`src/hw/rtl/ecf_pkg.sv`:
```
// Shared types, codes and constants of the Euler circuit finder.
package ecf_pkg;

    localparam int MAX_VERTICES  = 16;
    localparam int DEF_MAX_EDGES = 63;
    localparam int VTX_W         = 4;
    localparam int CFG_W         = 5;

    localparam logic [CFG_W-1:0] NV_RESET = CFG_W'(16);

    localparam logic [1:0] MODE_ADD   = 2'd0;
    localparam logic [1:0] MODE_CLEAR = 2'd1;
    localparam logic [1:0] MODE_RUN   = 2'd2;

    localparam logic [1:0] KIND_ACCEPT  = 2'd0;
    localparam logic [1:0] KIND_REJECT  = 2'd1;
    localparam logic [1:0] KIND_CLEARED = 2'd2;
    localparam logic [1:0] KIND_VERTEX  = 2'd3;

    typedef struct packed {
        logic [1:0]       mode;
        logic [VTX_W-1:0] src_vertex;
        logic [VTX_W-1:0] dst_vertex;
    } t_in_word;

    typedef struct packed {
        logic [1:0]       result_kind;
        logic [VTX_W-1:0] vertex_out;
        logic             is_eulerian;
        logic             is_last;
    } t_out_word;

    typedef struct packed {
        logic add;
        logic clear;
        logic run_init;
        logic scan_next;
        logic scan_prev;
        logic deg_acc;
        logic bal;
        logic rch_acc;
        logic rch_restart;
        logic rch_end;
        logic walk_init;
        logic push;
        logic pop;
        logic cur_load;
        logic emit_rd;
        logic emit_ld;
    } t_dp_cmd;

    typedef struct packed {
        logic total_zero;
        logic at_last;
        logic at_zero;
        logic balanced;
        logic any_edge;
        logic rch_more;
        logic walk_match;
        logic sp_one;
        logic clen_zero;
    } t_dp_sts;

endpackage

```
`src/hw/rtl/ecf_datapath.sv`:
```
// Datapath: edge store, degree and reach flags, walk stack and circuit store.
module ecf_datapath
    import ecf_pkg::*;
#(
    parameter int MAX_EDGES = DEF_MAX_EDGES
) (
    input  logic             i_clk,
    input  logic             i_rst_n,
    input  t_in_word         i_in_word,
    input  logic             i_cfg_we,
    input  logic [CFG_W-1:0] i_cfg_data,
    input  t_dp_cmd          i_cmd,
    output t_dp_sts          o_sts,
    output t_out_word        o_out_word
);

    localparam int EIDX_W = (MAX_EDGES > 1) ? $clog2(MAX_EDGES) : 1;
    localparam int CNT_W  = $clog2(MAX_EDGES + 1);
    localparam int SIDX_W = (MAX_EDGES + 1 > 1) ? $clog2(MAX_EDGES + 1) : 1;
    localparam int SP_W   = $clog2(MAX_EDGES + 2);
    localparam int DW     = CNT_W + 1;

    logic [CFG_W-1:0]  r_nv;
    logic [CFG_W-1:0]  nv_eff;

    logic [VTX_W-1:0]  mem_tail [MAX_EDGES];
    logic [VTX_W-1:0]  mem_head [MAX_EDGES];
    logic [VTX_W-1:0]  r_rd_tail;
    logic [VTX_W-1:0]  r_rd_head;
    logic [MAX_EDGES-1:0] r_consumed;
    logic [CNT_W-1:0]  r_total;
    logic [EIDX_W-1:0] r_eidx;
    logic [EIDX_W-1:0] n_eidx;

    logic signed [DW-1:0] r_diff [MAX_VERTICES];
    logic signed [DW-1:0] n_diff [MAX_VERTICES];
    logic [MAX_VERTICES-1:0] r_has;
    logic [MAX_VERTICES-1:0] n_has;
    logic [MAX_VERTICES-1:0] r_reach;
    logic [MAX_VERTICES-1:0] n_reach;
    logic              r_changed;
    logic              r_eul;

    logic [VTX_W-1:0]  mem_stack [MAX_EDGES + 1];
    logic [VTX_W-1:0]  mem_circ  [MAX_EDGES + 1];
    logic [SP_W-1:0]   r_sp;
    logic [SP_W-1:0]   r_clen;
    logic [VTX_W-1:0]  r_cur;
    logic [VTX_W-1:0]  r_stk_rd;
    logic [VTX_W-1:0]  r_circ_rd;
    t_out_word         r_out;

    logic              live;
    logic              add_ok;
    logic              hit;
    logic              balanced;
    logic              any_edge;
    logic              all_reached;
    logic [VTX_W-1:0]  start_v;

    always_comb begin
        if (r_nv == '0) begin
            nv_eff = CFG_W'(1);
        end else if (r_nv > CFG_W'(MAX_VERTICES)) begin
            nv_eff = CFG_W'(MAX_VERTICES);
        end else begin
            nv_eff = r_nv;
        end
    end

    assign live = !r_consumed[r_eidx] && ({1'b0, r_rd_tail} < nv_eff)
                  && ({1'b0, r_rd_head} < nv_eff);
    assign add_ok = ({1'b0, i_in_word.src_vertex} < nv_eff)
                    && ({1'b0, i_in_word.dst_vertex} < nv_eff)
                    && (r_total < CNT_W'(MAX_EDGES));
    assign hit = live && r_reach[r_rd_tail] && !r_reach[r_rd_head];

    always_comb begin
        n_eidx = r_eidx;
        if (i_cmd.run_init || i_cmd.bal || i_cmd.rch_restart) begin
            n_eidx = '0;
        end else if (i_cmd.scan_next) begin
            n_eidx = r_eidx + EIDX_W'(1);
        end else if (i_cmd.scan_prev) begin
            n_eidx = r_eidx - EIDX_W'(1);
        end else if (i_cmd.walk_init || i_cmd.push || i_cmd.cur_load) begin
            n_eidx = EIDX_W'(r_total - CNT_W'(1));
        end
    end

    always_comb begin
        balanced    = 1'b1;
        any_edge    = 1'b0;
        all_reached = 1'b1;
        start_v     = '0;
        for (int v = MAX_VERTICES - 1; v >= 0; v--) begin
            if (r_diff[v] != '0) begin
                balanced = 1'b0;
            end
            if (r_has[v]) begin
                any_edge = 1'b1;
                start_v  = VTX_W'(v);
                if (!r_reach[v]) begin
                    all_reached = 1'b0;
                end
            end
        end
    end

    always_comb begin
        for (int v = 0; v < MAX_VERTICES; v++) begin
            n_diff[v]  = r_diff[v];
            n_has[v]   = r_has[v];
            n_reach[v] = r_reach[v];
            if (i_cmd.run_init) begin
                n_diff[v] = '0;
                n_has[v]  = 1'b0;
            end else if (i_cmd.deg_acc && live) begin
                if (r_rd_tail == VTX_W'(v)) begin
                    n_diff[v] = n_diff[v] + DW'(1);
                    n_has[v]  = 1'b1;
                end
                if (r_rd_head == VTX_W'(v)) begin
                    n_diff[v] = n_diff[v] - DW'(1);
                    n_has[v]  = 1'b1;
                end
            end
            if (i_cmd.bal) begin
                n_reach[v] = (start_v == VTX_W'(v));
            end else if (i_cmd.rch_acc && hit && (r_rd_head == VTX_W'(v))) begin
                n_reach[v] = 1'b1;
            end
        end
    end

    // Edge store and its read port, addressed by the next scan index.
    always_ff @(posedge i_clk) begin
        if (i_cmd.add && add_ok) begin
            mem_tail[r_total[EIDX_W-1:0]] <= i_in_word.src_vertex;
            mem_head[r_total[EIDX_W-1:0]] <= i_in_word.dst_vertex;
        end
        r_rd_tail <= mem_tail[n_eidx];
        r_rd_head <= mem_head[n_eidx];
    end

    always_ff @(posedge i_clk) begin
        if (i_cmd.push) begin
            mem_stack[r_sp[SIDX_W-1:0]] <= r_rd_head;
        end else if (i_cmd.walk_init) begin
            mem_stack[0] <= '0;
        end
        r_stk_rd <= mem_stack[SIDX_W'(r_sp - SP_W'(2))];
        if (i_cmd.pop) begin
            mem_circ[r_clen[SIDX_W-1:0]] <= r_cur;
        end
        if (i_cmd.emit_rd) begin
            r_circ_rd <= mem_circ[SIDX_W'(r_clen - SP_W'(1))];
        end
    end

    always_ff @(posedge i_clk) begin
        if (!i_rst_n) begin
            r_nv       <= NV_RESET;
            r_consumed <= '0;
            r_total    <= '0;
            r_eidx     <= '0;
            r_has      <= '0;
            r_reach    <= '0;
            r_changed  <= 1'b0;
            r_eul      <= 1'b0;
            r_sp       <= '0;
            r_clen     <= '0;
            r_cur      <= '0;
            for (int v = 0; v < MAX_VERTICES; v++) begin
                r_diff[v] <= '0;
            end
        end else begin
            if (i_cfg_we) begin
                r_nv <= i_cfg_data;
            end
            r_eidx  <= n_eidx;
            r_diff  <= n_diff;
            r_has   <= n_has;
            r_reach <= n_reach;
            if (i_cmd.add && add_ok) begin
                r_consumed[r_total[EIDX_W-1:0]] <= 1'b0;
                r_total <= r_total + CNT_W'(1);
            end
            if (i_cmd.clear) begin
                r_consumed <= '0;
                r_total    <= '0;
            end
            if (i_cmd.bal) begin
                r_changed <= 1'b0;
                r_eul     <= balanced && !any_edge;
            end else if (i_cmd.rch_acc) begin
                r_changed <= i_cmd.rch_restart ? 1'b0 : (r_changed || hit);
            end
            if (i_cmd.rch_end) begin
                r_eul <= all_reached;
            end
            if (i_cmd.walk_init) begin
                r_sp   <= SP_W'(1);
                r_clen <= '0;
                r_cur  <= '0;
            end
            if (i_cmd.push) begin
                r_consumed[r_eidx] <= 1'b1;
                r_sp  <= r_sp + SP_W'(1);
                r_cur <= r_rd_head;
            end
            if (i_cmd.pop) begin
                r_sp   <= r_sp - SP_W'(1);
                r_clen <= r_clen + SP_W'(1);
            end
            if (i_cmd.cur_load) begin
                r_cur <= r_stk_rd;
            end
            if (i_cmd.emit_rd) begin
                r_clen <= r_clen - SP_W'(1);
            end
        end
    end

    always_ff @(posedge i_clk) begin
        if (i_cmd.add) begin
            r_out.result_kind <= add_ok ? KIND_ACCEPT : KIND_REJECT;
            r_out.vertex_out  <= '0;
            r_out.is_eulerian <= 1'b0;
            r_out.is_last     <= 1'b1;
        end else if (i_cmd.clear) begin
            r_out.result_kind <= KIND_CLEARED;
            r_out.vertex_out  <= '0;
            r_out.is_eulerian <= 1'b0;
            r_out.is_last     <= 1'b1;
        end else if (i_cmd.emit_ld) begin
            r_out.result_kind <= KIND_VERTEX;
            r_out.vertex_out  <= r_circ_rd;
            r_out.is_eulerian <= r_eul;
            r_out.is_last     <= (r_clen == '0);
        end
    end

    assign o_out_word = r_out;

    assign o_sts.total_zero = (r_total == '0);
    assign o_sts.at_last    = (CNT_W'(r_eidx) + CNT_W'(1) == r_total);
    assign o_sts.at_zero    = (r_eidx == '0);
    assign o_sts.balanced   = balanced;
    assign o_sts.any_edge   = any_edge;
    assign o_sts.rch_more   = r_changed || hit;
    assign o_sts.walk_match = live && (r_rd_tail == r_cur);
    assign o_sts.sp_one     = (r_sp == SP_W'(1));
    assign o_sts.clen_zero  = (r_clen == '0);

endmodule

```
`src/hw/rtl/ecf_ctrl.sv`:
```
// Controller state machine that sequences load, classification, walk and emit.
module ecf_ctrl
    import ecf_pkg::*;
(
    input  logic       i_clk,
    input  logic       i_rst_n,
    input  logic       i_in_valid,
    output logic       o_in_ready,
    input  logic [1:0] i_mode,
    output logic       o_out_valid,
    input  logic       i_out_ready,
    input  t_dp_sts    i_sts,
    output t_dp_cmd    o_cmd
);

    localparam logic [3:0] S_IDLE      = 4'd0;
    localparam logic [3:0] S_DEG       = 4'd1;
    localparam logic [3:0] S_BAL       = 4'd2;
    localparam logic [3:0] S_RCH       = 4'd3;
    localparam logic [3:0] S_RCH_END   = 4'd4;
    localparam logic [3:0] S_WALK_INIT = 4'd5;
    localparam logic [3:0] S_WALK      = 4'd6;
    localparam logic [3:0] S_POP       = 4'd7;
    localparam logic [3:0] S_POP_B     = 4'd8;
    localparam logic [3:0] S_EMIT_RD   = 4'd9;
    localparam logic [3:0] S_EMIT_LD   = 4'd10;

    logic [3:0] r_state;
    logic [3:0] n_state;
    logic       r_out_vld;
    logic       n_out_vld;
    logic       out_free;
    logic       accept;

    assign out_free   = !r_out_vld || i_out_ready;
    assign o_in_ready = (r_state == S_IDLE) && out_free;
    assign accept     = i_in_valid && o_in_ready;

    always_comb begin
        n_state = r_state;
        o_cmd   = '0;
        unique case (r_state)
            S_IDLE: begin
                if (accept) begin
                    case (i_mode)
                        MODE_ADD:   o_cmd.add = 1'b1;
                        MODE_CLEAR: o_cmd.clear = 1'b1;
                        MODE_RUN: begin
                            o_cmd.run_init = 1'b1;
                            n_state = i_sts.total_zero ? S_BAL : S_DEG;
                        end
                        default: ;
                    endcase
                end
            end
            S_DEG: begin
                o_cmd.deg_acc = 1'b1;
                if (i_sts.at_last) begin
                    n_state = S_BAL;
                end else begin
                    o_cmd.scan_next = 1'b1;
                end
            end
            S_BAL: begin
                o_cmd.bal = 1'b1;
                n_state = (i_sts.balanced && i_sts.any_edge) ? S_RCH : S_WALK_INIT;
            end
            S_RCH: begin
                o_cmd.rch_acc = 1'b1;
                if (!i_sts.at_last) begin
                    o_cmd.scan_next = 1'b1;
                end else if (i_sts.rch_more) begin
                    o_cmd.rch_restart = 1'b1;
                end else begin
                    n_state = S_RCH_END;
                end
            end
            S_RCH_END: begin
                o_cmd.rch_end = 1'b1;
                n_state = S_WALK_INIT;
            end
            S_WALK_INIT: begin
                o_cmd.walk_init = 1'b1;
                n_state = i_sts.total_zero ? S_POP : S_WALK;
            end
            S_WALK: begin
                if (i_sts.walk_match) begin
                    o_cmd.push = 1'b1;
                end else if (i_sts.at_zero) begin
                    n_state = S_POP;
                end else begin
                    o_cmd.scan_prev = 1'b1;
                end
            end
            S_POP: begin
                o_cmd.pop = 1'b1;
                n_state = i_sts.sp_one ? S_EMIT_RD : S_POP_B;
            end
            S_POP_B: begin
                o_cmd.cur_load = 1'b1;
                n_state = S_WALK;
            end
            S_EMIT_RD: begin
                o_cmd.emit_rd = 1'b1;
                n_state = S_EMIT_LD;
            end
            S_EMIT_LD: begin
                if (out_free) begin
                    o_cmd.emit_ld = 1'b1;
                    if (i_sts.clen_zero) begin
                        n_state = S_IDLE;
                    end else begin
                        o_cmd.emit_rd = 1'b1;
                    end
                end
            end
            default: n_state = S_IDLE;
        endcase
    end

    always_comb begin
        n_out_vld = r_out_vld && !i_out_ready;
        if (o_cmd.add || o_cmd.clear || o_cmd.emit_ld) begin
            n_out_vld = 1'b1;
        end
    end

    always_ff @(posedge i_clk) begin
        if (!i_rst_n) begin
            r_state   <= S_IDLE;
            r_out_vld <= 1'b0;
        end else begin
            r_state   <= n_state;
            r_out_vld <= n_out_vld;
        end
    end

    assign o_out_valid = r_out_vld;

endmodule

```
`src/hw/rtl/euler_circuit_finder.sv`:
```
// Top level of the Euler circuit finder: controller and datapath.
//
// Input words carry a mode and an edge. An add word stores a directed edge and
// returns one word (accepted, or rejected when a vertex is out of range or the
// edge store is full). A clear word empties the store and returns one word. A
// run word classifies the stored live edges as Eulerian or not and then walks
// them from vertex 0 with a stack, returning the circuit one vertex per word,
// last word marked. Mode 3 is ignored and returns nothing.
// The vertex count register is written on its own channel; the user must
// write it only while idle, the block does not enforce this. Add and clear
// results appear in the cycle after acceptance. A run scans the stored edges
// for degrees, then in reachability passes (repeated until no flag changes,
// at most one pass per vertex), then walks: every walk step scans the edge
// store downward one entry per cycle from the newest edge. The edge store
// has a single read port. The result sits in an output register; a new word
// is taken in the cycle the previous result leaves. When the receiver
// stalls, the block holds its result and waits. Reset clears the edge store
// and sets 16 vertices.
module euler_circuit_finder
    import ecf_pkg::*;
#(
    parameter int MAX_EDGES = DEF_MAX_EDGES
) (
    input  logic             i_clk,
    input  logic             i_rst_n,
    input  logic             i_in_valid,
    output logic             o_in_ready,
    input  t_in_word         i_in_word,
    output logic             o_out_valid,
    input  logic             i_out_ready,
    output t_out_word        o_out_word,
    input  logic             i_cfg_valid,
    output logic             o_cfg_ready,
    input  logic [CFG_W-1:0] i_cfg_data
);

    t_dp_cmd cmd;
    t_dp_sts sts;

    // The register write is always taken at once.
    assign o_cfg_ready = 1'b1;

    ecf_ctrl u_ctrl (
        .i_clk       (i_clk),
        .i_rst_n     (i_rst_n),
        .i_in_valid  (i_in_valid),
        .o_in_ready  (o_in_ready),
        .i_mode      (i_in_word.mode),
        .o_out_valid (o_out_valid),
        .i_out_ready (i_out_ready),
        .i_sts       (sts),
        .o_cmd       (cmd)
    );

    ecf_datapath #(
        .MAX_EDGES (MAX_EDGES)
    ) u_datapath (
        .i_clk      (i_clk),
        .i_rst_n    (i_rst_n),
        .i_in_word  (i_in_word),
        .i_cfg_we   (i_cfg_valid),
        .i_cfg_data (i_cfg_data),
        .i_cmd      (cmd),
        .o_sts      (sts),
        .o_out_word (o_out_word)
    );

endmodule

```
`config.mk`:
```
export PLATFORM = sky130hd
export DESIGN_NAME = euler_circuit_finder
export DESIGN_NICKNAME = d
export VERILOG_FILES = /design/src/hw/rtl/ecf_pkg.sv /design/src/hw/rtl/ecf_datapath.sv /design/src/hw/rtl/ecf_ctrl.sv /design/src/hw/rtl/euler_circuit_finder.sv
export SDC_FILE = /design/constraint.sdc
export NUM_CORES = 2
export LEC_CHECK = 0
export ABC_AREA = 0
export ABC_CLOCK_PERIOD_IN_PS = 4000
export BUFFER_PORTS_ARGS = -buffer_cell sky130_fd_sc_hd__clkbuf_2
export CORE_ASPECT_RATIO = 1.25
export CORE_MARGIN = 1
export CORE_UTILIZATION = 45
export CTS_CLUSTER_DIAMETER = 60
export CTS_CLUSTER_SIZE = 8
export DETAILED_ROUTE_END_ITERATION = 12
export SYNTH_ARGS = -nofsm -noshare
export SYNTH_HDL_FRONTEND = slang
export SYNTH_SLANG_ARGS = --single-unit
```
`constraint.sdc`:
```
create_clock -name i_clk -period 4 [get_ports i_clk]
set_input_delay 1.2 -clock i_clk [delete_from_list [all_inputs] [get_ports i_clk]]
set_output_delay 1.2 -clock i_clk [all_outputs]
set_load 0.01 [all_outputs]
```
### After elaboration in Yosys (flattened, before gate mapping)

Memories as Yosys holds them, arrays and structs flattened. A register that Yosys moved wholly into a read port is not among the register bits.
Index checks and enable logic that the tools add are counted.

* output and inout port bits: 11
* bits in writable memories: 1016
* logic and storage cells: 620
* input port bits: 20
* memories: 4
* bits in registers: 257

* equal/unequal tests: 69
* reduce and logical (&&, ||, !) cells: 131
* bitwise gates (word level): 4
* add/subtract/negate cells: 41
* muxes and demuxes: 296
* $lt $le $gt $ge: 12

Memory list
* u_datapath.mem_circ: depth 64, width 4, rd ports 1, clocked after Yosys merged registers in 1, wr ports 1, line ecf_datapath.sv:45 `logic [VTX_W-1:0] mem_circ [MAX_EDGES + 1];`
* u_datapath.mem_stack: depth 64, width 4, rd ports 1, clocked after Yosys merged registers in 1, wr ports 1, line ecf_datapath.sv:44 `logic [VTX_W-1:0] mem_stack [MAX_EDGES + 1];`
* u_datapath.mem_head: depth 63, width 4, rd ports 1, clocked after Yosys merged registers in 1, wr ports 1, line ecf_datapath.sv:27 `logic [VTX_W-1:0] mem_head [MAX_EDGES];`
* u_datapath.mem_tail: depth 63, width 4, rd ports 1, clocked after Yosys merged registers in 1, wr ports 1, line ecf_datapath.sv:26 `logic [VTX_W-1:0] mem_tail [MAX_EDGES];`

Operators by type and width (count)
* 2-to-1 mux 7 bit: 70
* 2-to-1 mux 63 bit: 4
* 2-to-1 mux 1 bit: 170
* 2-to-1 mux 4 bit: 29
* adder 7 x 2 -> 7 bit (second input constant): 16
* nonzero test 7 bit: 16
* subtractor 7 x 2 -> 7 bit (second input constant): 16
* == test 4 bit (second input constant): 27
* nonzero test 2 bit: 33
* == test 4 x 3 -> 1 bit (second input constant): 16
* AND 63 bit: 1
* inverter 63 bit: 1
* OR 63 bit: 1
* case mux 4 bit (11 select lines): 1
* logical AND 1 bit: 33
* == test 4 x 2 -> 1 bit (second input constant): 8
* AND reduction 2 bit: 16
* 2-to-1 mux 6 bit: 5
* 2-to-1 mux 8 bit: 3
* < comparator 4 x 5 -> 1 bit: 4
* == test 4 x 1 -> 1 bit (second input constant): 4
* logical NOT 4 bit: 4
* adder 7 x 1 -> 7 bit (second input constant): 2
* < comparator 6 x 7 -> 1 bit (second input constant): 2
* other kinds (33): 71

### Longest topological paths before layout

* word-level depth: 33
* depth in mapped cells: 20
* mapped depth without buffers: 14

### Modules after synthesis

From an unflattened synthesis, not the netlist that was laid out.

* cell total of the unflattened synthesis: 4696
* area, all modules: 59185.5 um^2

By module, submodules not included
* ecf_datapath: cells an instance 4602, instances 1, area each 58534.9 um^2, seq. area each 35934.5 um^2
* ecf_ctrl: cells an instance 92, instances 1, area each 639.4 um^2, seq. area each 100.1 um^2
* euler_circuit_finder: cells an instance 2, instances 1, area each 11.3 um^2, seq. area each 0.0 um^2

### Worst setup path after synthesis

Ideal clock, no wire load.

* kind: reg-to-reg
* from: register u_datapath.r_cur[2]
* to: register u_datapath.r_rd_head[2] (read register of u_datapath.mem_head)
* slack: -0.444 ns
* required time: 3.874 ns
* buffers on the path: 4
* library setup time: 0.126 ns
* cell stages (with the launch flop): 17
* arrival time: 4.318 ns
* cells stage by stage: dfxtp_1 > xor2_1 > nor4_1 > nand2_1 > or4_1 > or4_1 > clkbuf_1 > nand3_1 > and4_1 > buf_2 > buf_2 > buf_2 > mux2i_1 > mux2i_1 > o211a_1 > nor4_1 > nand3_1

* word-level cells in the longest chain between the ends: 10
* elaborated cells between the ends (all ways): 12
* those cells by class: 1 x eq/ne; 8 x mux; 3 x reduce/logical

Ends and longest elaborated chain
* from (decl): line ecf_datapath.sv:48 `logic [VTX_W-1:0] r_cur;`
* from (signal assigned): line ecf_datapath.sv:210 `r_cur <= r_rd_head;`
* from (signal assigned): line ecf_datapath.sv:217 `r_cur <= r_stk_rd;`
* == test 4 bit *: line ecf_datapath.sv:252 `assign o_sts.walk_match = live && (r_rd_tail == r_cur);`
* logical AND 1 bit *: line ecf_datapath.sv:252
* 2-to-1 mux 1 bit: line ecf_ctrl.sv:87 `if (i_sts.walk_match) begin`
* 2-to-1 mux 1 bit: line ecf_ctrl.sv:42 `unique case (r_state)`
* logical OR 1 bit (2 in series): line ecf_datapath.sv:86 `end else if (i_cmd.walk_init || i_cmd.push || i_cmd.cur_load) begin`
* 2-to-1 mux 6 bit: line ecf_datapath.sv:86
* 2-to-1 mux 6 bit *: line ecf_datapath.sv:84 `end else if (i_cmd.scan_prev) begin`
* 2-to-1 mux 6 bit *: line ecf_datapath.sv:82 `end else if (i_cmd.scan_next) begin`
* 2-to-1 mux 6 bit *: line ecf_datapath.sv:80 `if (i_cmd.run_init || i_cmd.bal || i_cmd.rch_restart) begin`
* to (decl): line ecf_datapath.sv:29 `logic [VTX_W-1:0] r_rd_head;`

Every way passes the cells marked *; elsewhere a longest branch is shown, timed or not.
A chain may end at the register's enable or synchronous reset.

### Final worst setup path

* from: register u_datapath.r_eidx[0]
* to: register u_datapath.r_rd_head[2] (read register of u_datapath.mem_head)

* word-level cells in the longest chain between the ends: 14
* elaborated cells between the ends (all ways): 30
* those cells by class: 2 x add/sub; 1 x eq/ne; 16 x mux; 11 x reduce/logical

Ends and longest elaborated chain
* from (decl): line ecf_datapath.sv:32 `logic [EIDX_W-1:0] r_eidx;`
* from (signal assigned): line ecf_datapath.sv:181 `r_eidx <= n_eidx;`
* binary-select mux 1 bit (select 6 bit): line ecf_datapath.sv:71 `assign live = !r_consumed[r_eidx] && ({1'b0, r_rd_tail} < nv_eff)`
* 2-to-1 mux 1 bit (implied by the code): line ecf_datapath.sv:71
* logical NOT 1 bit: line ecf_datapath.sv:71
* logical AND 1 bit: line ecf_datapath.sv:71
* logical AND 1 bit: line ecf_datapath.sv:72 `&& ({1'b0, r_rd_head} < nv_eff);`
* logical AND 1 bit: line ecf_datapath.sv:252
* 2-to-1 mux 1 bit: line ecf_ctrl.sv:87
* 2-to-1 mux 1 bit: line ecf_ctrl.sv:42
* logical OR 1 bit (2 in series): line ecf_datapath.sv:86
* 2-to-1 mux 6 bit: line ecf_datapath.sv:86
* 2-to-1 mux 6 bit: line ecf_datapath.sv:84
* 2-to-1 mux 6 bit: line ecf_datapath.sv:82
* 2-to-1 mux 6 bit *: line ecf_datapath.sv:80

Every way passes the cells marked *; elsewhere a longest branch is shown, timed or not. The select of a mux whose other input is x is not followed.

==> results.md <==
- Residual DRC: 0
- Syn Area/Cell: ~13 um^2
- Hold_buf cts: 0
- Critical Path AT: approximately 5.2 ns
- Worst EP required: approximately 4.8 ns
- Synth Area in Compound Gates: a little under a tenth
- Outcome: finished with violations
- Routed wire length: roughly 160 mm
- Skew-Pair Late Insertion Delay: approximately 0.83 ns
- RSZ-0062 raised after global routing: yes
- Longest Clk Path Bufs: 3
- Ys Warns: 0
- Leakage: 23.03 nW
- Largest family of logic cells by synthesized area: simple AND/OR/NAND/NOR gates
- Xor and xnor area share after synthesis: ~2.6%
- Largest net degree at the start of global routing: between 100 and 150
- Synthesized area: around 58000 um^2
- R2R depth: 16
- Synth Area in Adders: between 1.5 and 2%
- Post-route cell area: between 60000 and 70000 um^2
- Pwr dens: between 600 and 700 nW/um^2
- Largest cells by area after synthesis: edfxtp_1, dfxtp_1, mux4_2
- Mapped Cells: 4420
- Area grow syn2layout: 20.79%
- WHS Path Cells: 2
- CTS root buf: clkbuf_16
- GR Util All Layers: 24.82%
- FF-to-FF setup slack: -0.45 ns
- Core Rows: 146
- Fmax: around 220 MHz
- Placer Congestion: a little under 1
- Total power draw: roughly 44 mW
- First-pass GRT wire length: roughly 240 mm
- Sequential area share after synthesis: between 60% and 70%
- Post-synth EDFFs: 1022
- Worst setup SP type: flop
- DIE AREA: between 100000 and 150000 um^2
- Hold Violations, Final: 0
- Failing checks: setup timing
- Core area: between 100000 and 150000 um^2
- NumNets Final: 4953
- Final Skew: roughly 0.062 ns
- CTS tree: done
- Total congestion overflow: 0
- Pre-antenna DRT Iters: 6
- Max IR drop VDD: 0.4955 mV
- CP Max Fanout: 8
- Max-cap violations: 0
- Yosys top cell by area: edfxtp_1
- Most used DFF post-synth: edfxtp_1
- Endpoint, Worst Hold: u_datapath.r_sp[6]$_SDFFE_PN0P_
- Syn nets: between 4000 and 5000
- Clk sinks: between 1000 and 1500
- Ys async rst share: 0%
- Initial antenna violation count: 2
- Placed Area: 63390 um^2
- Mux share of post-synthesis cell area: a little over a tenth
- Number of synthesized register bits: approximately 1300
- Layout cells sized above 1: 22.91%
- Core Util, Final: a little over half
- Pre-CTS setup slack: -0.9916 ns
- Starting Density: about 46%
- Top-area cell type share of the netlist area: 53.03%
- Post-route minimum period: between 4 and 5 ns
- Worst slew pin tran: ~1.1 ns
- Fin. max-slew vios: 0
- Kind of critical path: reg -> reg
- # port buffers: 29
- Mean routed wirelength per cell: between 20 and 25 um
- Slew headroom: a little under a quarter
- Ant. Diodes: 0
- IO Pins: 31
- Iteration-0 DRC Markers: 3294
- DIE WIDTH: approximately 320 um
- Reg clk slew, reported paths: around 0.05 ns
- Final antenna-violating net count: 0
- Vias/cell: around 5.9
- TritonCTS Buffers: around 180
- Tcrit/Tclk final: 111.2%
- Die H: about 400 um
- Crit end category: flop
- Netlist cell types: just over 90
- Post-DP HPWL: around 110 mm
- Final worst slack: -0.4497 ns
- Post-synthesis simple-gate area fraction: ~11%
- Hold Path Class: reg -> reg
- Final setup fails: 8
- FF-to-FF End: u_datapath.r_rd_head[2]$_DFF_P_
- Vias in the first global route: around 39000
- FF-to-FF Start: u_datapath.r_eidx[0]$_SDFF_PN0_
- Via count: between 30000 and 40000
- Hold Startpoint: u_datapath.r_sp[6]$_SDFFE_PN0P_
- CTS H-tree depth: 4
metrics by stage:
| stage | setup TNS (ns) | instances | hold slack (ns) |
|---|---|---|---|
| floorplan | -9.792 | 4420 | 0.4178 |
| global placement | -260.71 | 6341 | 0.4545 |
| detailed placement | -265.26 | 6341 | 0.4575 |
| CTS | -3.244 | 6649 | 0.4653 |
| global route | -3.948 | 6664 | 0.4948 |
| finish | -3.140 | 6664 | 0.4651 |
worst max-delay path, stage by stage, from the launching register on:
cell and delay (ns):
dfxtp_4 0.35, buf_6 0.11, mux4_2 0.48, nor2_1 0.10, and4b_1 0.22, or4_4 0.64
nor4_4 0.24, buf_6 0.18, buf_4 0.13, a2111oi_4 0.05, o41ai_4 0.48, nand2_1 0.15
or4_1 0.56, buf_4 0.22, o22ai_1 0.28, nor4_4 0.11, nand3_1 0.11
routing by layer:
metal / up-vias / global-route usage [%] / wire [um] / share of wire (%)
met3: 338 / 4.298 / 9695 / 6.0
li1: 17830 / - / - / -
met4: 2 / 10.31 / 6398 / 3.9
met1: 19770 / 31.56 / 65310 / 40
met2: 1328 / 41.81 / 80940 / 50
met5: - / 0 / 17 / 0.010
registers in the layout, indices dropped and copies added (netlist names), 5 cells and up:
register	count
u_datapath.r_reach	16
u_datapath.mem_tail	252
u_datapath.r_diff	112
u_datapath.r_total	6
u_datapath.r_nv	5
u_datapath.r_eidx	6
u_datapath.r_sp	7
u_datapath.mem_circ	256
u_datapath.mem_stack	256
u_datapath.r_consumed	63
u_datapath.r_clen	7
u_datapath.o_out_word	8
u_datapath.r_has	16
u_datapath.mem_head	252
final cells by class:
class                      count  area [um^2]
fill                       10430        57240
clock buffer                 267         4955
sequential                  1289        36070
tap                         1702         2130
clock inverter                21        451.7
multi-input combinational   2730        20920
timing repair buffer         555         4996
inverter                     100        375.4
logic make-up after synthesis:
group | count (synthesis)
AO/OA/AOI/OAI | 818
XOR/XNOR | 168
adder cells (fa/ha/maj) | 74
buffers and inverters | 401
flip-flops | 1289
multiplexers | 372
other | 1
AND/OR/NAND/NOR | 1297
timing repair:
action	in CTS	in global routing
pin swaps	24	25
cloned	5	3
endpoints found under the hold margin	0	0
gates resized for setup	70	67
setup endpoints to repair	317	322
setup buffers	16	14
cell usage in the layout (no fill, tap or decap), types with 32 or more instances in the layout:
master and count:
a21oi_1 289, a22oi_1 34, buf_12 48, buf_4 451
clkbuf_1 78, clkbuf_16 186, dfxtp_1 249, edfxtp_1 1022
ha_1 73, inv_1 95, mux2i_1 151, mux4_2 187
nand2_1 332, nand3_1 107, nand3b_1 44, nand4_1 70
nor2_1 332, nor3_1 94, nor4_1 33, o211ai_1 65
o21ai_0 144, o22ai_1 32, or3_1 100, xnor2_1 102
xor2_1 63
report_power, final:
group,internal (mW),total (mW),leakage [nW],switching (mW)
Combinational,5.91,13.8,9.04,7.90
Sequential,15.1,15.4,11.4,0.312
Clock,8.60,14.4,2.57,5.85
Total,29.6,43.6,23.0,14.1
how the worst max path moves through the flow:
stage,start,endpoint,slack [ns]
after global placement,u_datapath.r_eidx[2]$_SDFF_PN0_,u_datapath.r_rd_tail[3]$_DFF_P_,-0.94
after global routing,u_datapath.r_eidx[0]$_SDFF_PN0_,u_datapath.r_rd_head[2]$_DFF_P_,-0.55
after floorplan,u_datapath.r_eidx[0]$_SDFF_PN0_,u_datapath.r_rd_head[3]$_DFF_P_,-0.05
after detailed placement,u_datapath.r_eidx[2]$_SDFF_PN0_,u_datapath.r_rd_head[2]$_DFF_P_,-0.99
after CTS,u_datapath.r_eidx[0]$_SDFF_PN0_,u_datapath.r_rd_tail[3]$_DFF_P_,-0.47
final,u_datapath.r_eidx[0]$_SDFF_PN0_,u_datapath.r_rd_head[2]$_DFF_P_,-0.45
synth_stat cells, types with 9 or more instances:
| library cell | n |
|---|---|
| edfxtp_1 | 1022 |
| nor2_1 | 335 |
| nand2_1 | 334 |
| a21oi_1 | 295 |
| dfxtp_1 | 267 |
| clkbuf_1 | 205 |
| mux4_2 | 187 |
| mux2i_1 | 160 |
| o21ai_0 | 144 |
| nand3_1 | 109 |
| nor3_1 | 105 |
| xnor2_1 | 103 |
| or3_1 | 101 |
| inv_1 | 96 |
| ha_1 | 74 |
| nand4_1 | 70 |
| o211ai_1 | 65 |
| xor2_1 | 64 |
| nand3b_1 | 44 |
| nor4_1 | 42 |
| buf_1 | 40 |
| a22oi_1 | 39 |
| o22ai_1 | 39 |
| buf_2 | 38 |
| a31oi_1 | 31 |
| nand2b_1 | 26 |
| a22o_1 | 25 |
| and4_1 | 20 |
| a211o_1 | 18 |
| mux2_2 | 18 |
| o221ai_1 | 18 |
| nor2b_1 | 17 |
| and3_1 | 15 |
| or4_1 | 15 |
| and2_1 | 14 |
| buf_4 | 13 |
| or2_2 | 13 |
| a221oi_1 | 12 |
| o22a_1 | 12 |
| a41oi_1 | 11 |
| a32oi_1 | 10 |
| o211a_1 | 10 |
| a211oi_1 | 9 |
Power figures use the tool's default switching activity.
